<file path="src/rtl/small_window_median_select_defines.svh">
// Assertion macros for the small window median select block.
// Included by the top level; expects clk and arst_n in scope.
`ifndef SMALL_WINDOW_MEDIAN_SELECT_DEFINES_SVH
`define SMALL_WINDOW_MEDIAN_SELECT_DEFINES_SVH

// same-cycle implication
`define SMWS_ASSERT_IMP(lbl, ante, cons, msg) \
	lbl: assert property (@(posedge clk) disable iff (!arst_n) (ante) |-> (cons)) \
		else $error(msg);

// next-cycle implication
`define SMWS_ASSERT_NXT(lbl, ante, cons, msg) \
	lbl: assert property (@(posedge clk) disable iff (!arst_n) (ante) |=> (cons)) \
		else $error(msg);

`endif

</file>
<file path="src/rtl/smws_pkg.sv">
// Package for the small window median select block.
// Shared constants and the cell control struct; no dependencies.
`timescale 1ns / 1ps

package smws_pkg;

	localparam int MAX_SAMPLES_DEF  = 7;
	localparam int SAMPLE_WIDTH_DEF = 32;
	localparam int MIN_SAMPLES      = 3;
	localparam int MODE_W           = 3;
	localparam int FIELD_W          = 32;
	localparam int SEL_W            = 3;

	typedef struct packed {
		logic             vld;
		logic [SEL_W-1:0] sel;
	} smws_ctl_t;

endpackage

</file>
<file path="src/rtl/smws_cell.sv">
// One odd-even transposition cell: compare-exchange on its lane pairs, then register.
// Depends on smws_pkg for the control struct.
`timescale 1ns / 1ps

module smws_cell import smws_pkg::*; #(
	parameter int N     = MAX_SAMPLES_DEF,
	parameter int W     = SAMPLE_WIDTH_DEF,
	parameter bit PHASE = 1'b0
) (
	input  logic         clk,
	input  logic         arst_n,
	input  smws_ctl_t    ctl_in,
	input  logic [W-1:0] data_in  [N],
	output smws_ctl_t    ctl_out,
	output logic [W-1:0] data_out [N]
);

	logic [W-1:0] data_nxt [N];
	logic [W-1:0] data_q   [N];
	smws_ctl_t    ctl_q;

	always_comb begin
		data_nxt = data_in;
		for (int i = int'(PHASE); i + 1 < N; i += 2) begin
			if ($signed(data_in[i]) > $signed(data_in[i+1])) begin
				data_nxt[i]   = data_in[i+1];
				data_nxt[i+1] = data_in[i];
			end
		end
	end

	always_ff @(posedge clk or negedge arst_n) begin
		if (!arst_n) begin
			ctl_q <= '0;
		end else begin
			ctl_q <= ctl_in;
		end
	end

	always_ff @(posedge clk) begin
		data_q <= data_nxt;
	end

	assign ctl_out  = ctl_q;
	assign data_out = data_q;

endmodule

</file>
<file path="src/rtl/small_window_median_select.sv">
// Top level of the small window median select block.
// Depends on smws_pkg, smws_cell and small_window_median_select_defines.svh.
`timescale 1ns / 1ps
`include "small_window_median_select_defines.svh"

// Takes one window per clock and returns the sample at ascending sorted position
// floor(count/2): the median for odd counts, the upper middle value for 4 and 6.
// A mode below 3 counts as 3, one above MAX_SAMPLES as MAX_SAMPLES. The sort is a
// row of MAX_SAMPLES odd-even transposition cells plus one output register, so
// done pulses for one cycle once a transfer has passed every cell and the output
// register; results leave in order at up to one per cycle. The receiver cannot
// stall; busy is high only in the first cycle after reset and otherwise stays low.

module small_window_median_select import smws_pkg::*; #(
	parameter int MAX_SAMPLES  = MAX_SAMPLES_DEF,
	parameter int SAMPLE_WIDTH = SAMPLE_WIDTH_DEF
) (
	input  logic                       clk,
	input  logic                       arst_n,
	input  logic                       start,
	output logic                       busy,
	input  logic        [MODE_W-1:0]   mode,
	input  logic signed [FIELD_W-1:0]  sample_0,
	input  logic signed [FIELD_W-1:0]  sample_1,
	input  logic signed [FIELD_W-1:0]  sample_2,
	input  logic signed [FIELD_W-1:0]  sample_3,
	input  logic signed [FIELD_W-1:0]  sample_4,
	input  logic signed [FIELD_W-1:0]  sample_5,
	input  logic signed [FIELD_W-1:0]  sample_6,
	output logic                       done,
	output logic signed [FIELD_W-1:0]  median_value
);

	localparam int N     = MAX_SAMPLES;
	localparam int W     = SAMPLE_WIDTH;
	localparam int IDX_W = $clog2(N);
	localparam logic [W-1:0] PAD = {1'b0, {(W-1){1'b1}}};

	logic [FIELD_W-1:0] samp [7];
	logic [MODE_W-1:0]  cnt;
	logic [W-1:0]       chain_data [N+1][N];
	smws_ctl_t          chain_ctl  [N+1];
	logic               busy_q;
	logic               done_q;
	logic [FIELD_W-1:0] median_q;

	assign samp[0] = sample_0;
	assign samp[1] = sample_1;
	assign samp[2] = sample_2;
	assign samp[3] = sample_3;
	assign samp[4] = sample_4;
	assign samp[5] = sample_5;
	assign samp[6] = sample_6;

	always_comb begin
		if (mode < MODE_W'(MIN_SAMPLES)) begin
			cnt = MODE_W'(MIN_SAMPLES);
		end else if (mode > MODE_W'(N)) begin
			cnt = MODE_W'(N);
		end else begin
			cnt = mode;
		end
	end

	// lanes past the count get the largest key so they sort to the top
	always_comb begin
		for (int i = 0; i < N; i++) begin
			if (MODE_W'(i) < cnt) begin
				chain_data[0][i] = W'(samp[i]);
			end else begin
				chain_data[0][i] = PAD;
			end
		end
		chain_ctl[0].vld = start & ~busy;
		chain_ctl[0].sel = SEL_W'(cnt >> 1);
	end

	for (genvar k = 0; k < N; k++) begin : g_cell
		smws_cell #(
			.N     (N),
			.W     (W),
			.PHASE (1'(k % 2))
		) u_cell (
			.clk      (clk),
			.arst_n   (arst_n),
			.ctl_in   (chain_ctl[k]),
			.data_in  (chain_data[k]),
			.ctl_out  (chain_ctl[k+1]),
			.data_out (chain_data[k+1])
		);
	end

	always_ff @(posedge clk or negedge arst_n) begin
		if (!arst_n) begin
			busy_q <= 1'b1;
			done_q <= 1'b0;
		end else begin
			busy_q <= 1'b0;
			done_q <= chain_ctl[N].vld;
		end
	end

	always_ff @(posedge clk) begin
		median_q <= FIELD_W'(chain_data[N][chain_ctl[N].sel[IDX_W-1:0]]);
	end

	assign busy         = busy_q;
	assign done         = done_q;
	assign median_value = $signed(median_q);

	`SMWS_ASSERT_IMP(a_latency, start && !busy, ##(N+1) done, "result strobe missing")
	`SMWS_ASSERT_IMP(a_no_spurious, done, $past(start && !busy, N+1), "result without transfer")
	`SMWS_ASSERT_IMP(a_sel_range, chain_ctl[1].vld,
		(chain_ctl[1].sel >= SEL_W'(MIN_SAMPLES / 2)) && (chain_ctl[1].sel <= SEL_W'(N / 2)),
		"median index out of range")
	`SMWS_ASSERT_NXT(a_busy_clear, !busy, !busy, "busy raised after reset")

endmodule
</file>
<file path="config.mk">
export PLATFORM = sky130hd
export DESIGN_NAME = small_window_median_select
export DESIGN_NICKNAME = d
export VERILOG_FILES = /design/src/rtl/smws_pkg.sv /design/src/rtl/smws_cell.sv /design/src/rtl/small_window_median_select.sv
export VERILOG_INCLUDE_DIRS = /design/src /design/src/rtl
export SDC_FILE = /design/constraint.sdc
export NUM_CORES = 2
export LEC_CHECK = 0
export BUFFER_PORTS_ARGS = -buffer_cell sky130_fd_sc_hd__buf_2
export CORE_ASPECT_RATIO = 1.1
export CORE_MARGIN = 5
export CORE_UTILIZATION = 66
export DETAILED_ROUTE_END_ITERATION = 7
export MAX_ROUTING_LAYER = met4
export PLACE_DENSITY = 0.84
export SYNTH_ARGS = -nofsm -noshare
export SYNTH_HDL_FRONTEND = slang
export SYNTH_HIERARCHICAL = 1
export SYNTH_SLANG_ARGS = --single-unit
</file>
<file path="constraint.sdc">
create_clock -name clk -period 5.68 [get_ports clk]
set_input_delay 1.136 -clock clk [delete_from_list [all_inputs] [get_ports clk]]
set_output_delay 1.136 -clock clk [all_outputs]
set_load 0.02 [all_outputs]
</file>
==> summary.md <==
| Metric | Value |
|---|---|
| Final core occ | roughly 72% |
| Reg power frac | 33.4% |
| Clock skew | 0.03253 ns |
| Worst-path clk slew | 0.06 ns |
| Netlist Area Pre-Place | 78430 µm² |
| Critical Path RT | around 6.4 ns |
| Combinational power share | 48.3% |
| CP Class | in2reg |
| R2r setup slk | 1.86 ns |
| Final nets | 8581 |
| Detailed-route DRC error count | 0 |
| Pwr Density | roughly 700 nW/µm² |
| Crit path DAT | 4.51 ns |
| Setup Buffers After CTS | 0 |
| Sw Share | 42.96% |
| Hold Crit Depth | 0 |
| Final GP Congestion | 0.9702 |
| CTS Buf Count | 156 |
| Synth cell types | 60 |
| Wire length per cell | 25.40 µm |
| Initial Util | about 67% |
| Final WL | 237700 µm |
| Max-cap violations | 0 |
| Post-synth top area cell | dfxtp_1 |
| CTS H-tree lvls | 4 |
| PortBufs | around 260 |
| Gate count of the mapped netlist | 7712 |
| Fin Setup TNS | 0 ns |
| Worst hold margin | 0.3200 ns |
| Final period util | 67.40% |
| Max FO, Critical Path | 28 |
| Fin. max-slew vios | 0 |
| Clock latency on the worst-skew pair | 0.82 ns |
| Clk root buf | clkbuf_16 |
| Max VDD drop | 0.5489 mV |
| Total grt overflow | 0 |
| DRT antenna net count | 0 |
| Hold Crit Start | g_cell[5].u_cell/data_out[26]$_DFF_P_ |
| Top cell type's share of synthesized area | ~41% |
| Post-DP HPWL | between 150000 and 200000 µm |
| Final hold vios | 0 |
| Post-cts sizing count | 0 |
| Largest net degree at the start of global routing | 95 |
| Rows | between 100 and 150 |
| Core area | 117900 µm² |
| Initial antenna violation count | 11 |
| Final Critical Period | about 3.8 ns |
| Detailed router's first-iteration violation count | 6632 |
| Reg2Reg Depth | 10 |
| Worst slew pin tran | ~1.2 ns |
| Die X | 338.7 µm |
| Cts hold-fix bufs | 0 |
| Sink Count | 1630 |
| Pint | 34.00 mW |
| Area growth, synth to finish | 8.505% |
| Share of post-route cells with drive strength above 1 | between 10% and 20% |
| First-pass GRT wire length | 355200 µm |
| Relative slew slack | 18.82% |
| Leak | around 38 nW |
| Vias in the first global route | between 50000 and 60000 |
| Die Y | 371.6 µm |
| NetSw | approximately 26 mW |
| Yosys warning count | 6 |
| Type of origin of the critical path | input pin |
| Sequential element share of the synthesized area | 41.80% |
| Critical Path Sink Type | flip-flop |
| Vias per Instance | 6.537 |
| EDFF count, synth | 0 |
| Largest cells by area after synthesis | dfxtp_1 (41%), ha_1 (11%), mux2_2 (7.7%) |
| Die area | ~130000 µm² |
| IO Pins | 264 |
| Worst Hold Class | reg2reg |
| Worst R2R Start | g_cell[3].u_cell/data_out[61]$_DFF_P_ |
| RSZ-0062 raised after global routing | no |
| Fmax | 0.2612 GHz |
| FF-to-FF End | g_cell[4].u_cell/data_out[85]$_DFF_P_ |
| Flops & latches, synth | 1630 |
| Status | finished, final reports clean |
| Via count | 61160 |
| Clock Tree Buf Depth | 3 |
| Detailed Routing Iterations Pass 1 | 7 |
| GR Util All Layers | 37.42% |
| Clk pwr share | 18.2% |
| CTS tree | built |
| Final Setup Violations | 0 |
| Top FF cell, synth | dfxtp_1 |
| Mean post-synth cell area | between 10 and 15 µm² |
| WHS Endpoint | g_cell[6].u_cell/data_out[26]$_DFF_P_ |
| Ys async rst share | 1.840% |
[cells by family (layout without fill, tap and decap cells)]
| group | after synthesis | after routing | share of synthesized area [%] |
|---|---|---|---|
| and+or+nand+nor | 1389 | 1389 | 8.147 |
| buffers and inverters | 1269 | 1363 | 7.177 |
| other | 1 | 10 | 0.004781 |
| DFF | 1630 | 1630 | 41.80 |
| AOI/OAI and AO/OA | 1759 | 1759 | 18.06 |
| muxes | 992 | 992 | 14.09 |
| adders and majority gates | 672 | 672 | 10.72 |
[registers in the layout, summed over array words and instances (netlist names)]
signal,count
median_value,32
done,1
busy,1
g_cell.u_cell/ctl_out,28
g_cell.u_cell/data_out,1568
[critical path, stage by stage]
cell,delay (ns)
buf_2,0.34
nand2_1,0.40
or2_2,0.42
inv_1,0.06
ha_1,0.15
and3_1,0.20
nand3_1,0.10
nor3_2,0.32
a41o_1,0.25
o41ai_2,0.10
a31oi_4,0.22
buf_4,0.39
mux2_2,0.39
[power by group through the flow]
stage | clock, mW | combinational [mW] | sequential, mW
2_1_floorplan | 0 | 22.1 | 17.8
3_3_place_gp | 0 | 26.8 | 19.7
3_5_place_dp | 0 | 27.4 | 19.9
4_1_cts | 10.9 | 28.0 | 19.7
5_1_grt | 11.5 | 30.7 | 20.2
6_report | 10.9 | 28.8 | 19.9
[metrics by stage]
stage | worst slack [ns] | power [mW] | cells | cell area, µm²
floorplan | 1.718 | 39.86 | 7713 | 78430
global placement | 1.146 | 46.52 | 9062 | 79660
detailed placement | 1.041 | 47.36 | 9062 | 79660
CTS | 1.889 | 58.65 | 9348 | 85080
global route | 1.663 | 62.36 | 9355 | 85100
finish | 1.852 | 59.62 | 9356 | 85100
[per-layer routing]
metal | global-route usage, % | routed length, µm | vias to the layer above
met3 | 4.859 | 16180 | 664
met2 | 60.16 | 110200 | 2966
met4 | 22.62 | 16880 | 0
met5 | - | 0 | -
met1 | 45.25 | 94420 | 29420
li1 | - | - | 28100
[worst max-delay path by stage]
stage / to / from / slack (ns)
after detailed placement: g_cell[0].u_cell/data_out[50]$_DFF_P_ / mode[2] / 1.04
after CTS: g_cell[0].u_cell/data_out[40]$_DFF_P_ / mode[2] / 1.89
after global routing: g_cell[0].u_cell/data_out[50]$_DFF_P_ / mode[2] / 1.66
after global placement: g_cell[0].u_cell/data_out[82]$_DFF_P_ / mode[2] / 1.15
after floorplan: g_cell[0].u_cell/data_out[87]$_DFF_P_ / mode[2] / 1.72
final: g_cell[0].u_cell/data_out[50]$_DFF_P_ / mode[2] / 1.85
[final cells by class]
cell class,count,area [µm²]
clock buffer,207,4328
antenna,8,20.02
clock inverter,79,1096
timing repair buffer,354,2012
multi-input combinational,4814,40210
tap,1541,1928
sequential,1630,32790
inverter,723,2714
fill,8277,32820
[Yosys cell counts (all sizes together) (15+ instances only)]
cell type / number
mux2: 896
a41oi: 238
inv: 723
nand2b: 32
o211ai: 28
buf: 255
clkbuf: 291
a31oi: 46
a22o: 32
mux2i: 96
o221a: 224
and2: 22
nor3: 49
o22ai: 448
nand3: 71
o21a: 21
o21ai: 71
nand2: 642
and3: 15
a21o: 84
dfxtp: 1600
nor2: 269
ha: 672
dfrtp: 29
o311a: 217
nor2b: 31
a21oi: 245
nand4: 119
or2: 125
[cell usage in the layout (no fill, tap or decap), drive strengths merged, types with 31 or more instances in the layout]
cell type and n:
dfxtp 1600, mux2 896, inv 733, ha 672
nand2 642, o22ai 448, buf 354, nor2 269
a21oi 245, a41oi 238, o221a 224, o311a 217
clkbuf 207, or2 125, nand4 119, mux2i 96
a21o 84, o21ai 71, nand3 71, nor3 49
a31oi 46, clkinv 40, nand2b 32, a22o 32
nor2b 31
Note: power is estimated with default switching activity, not from simulation.
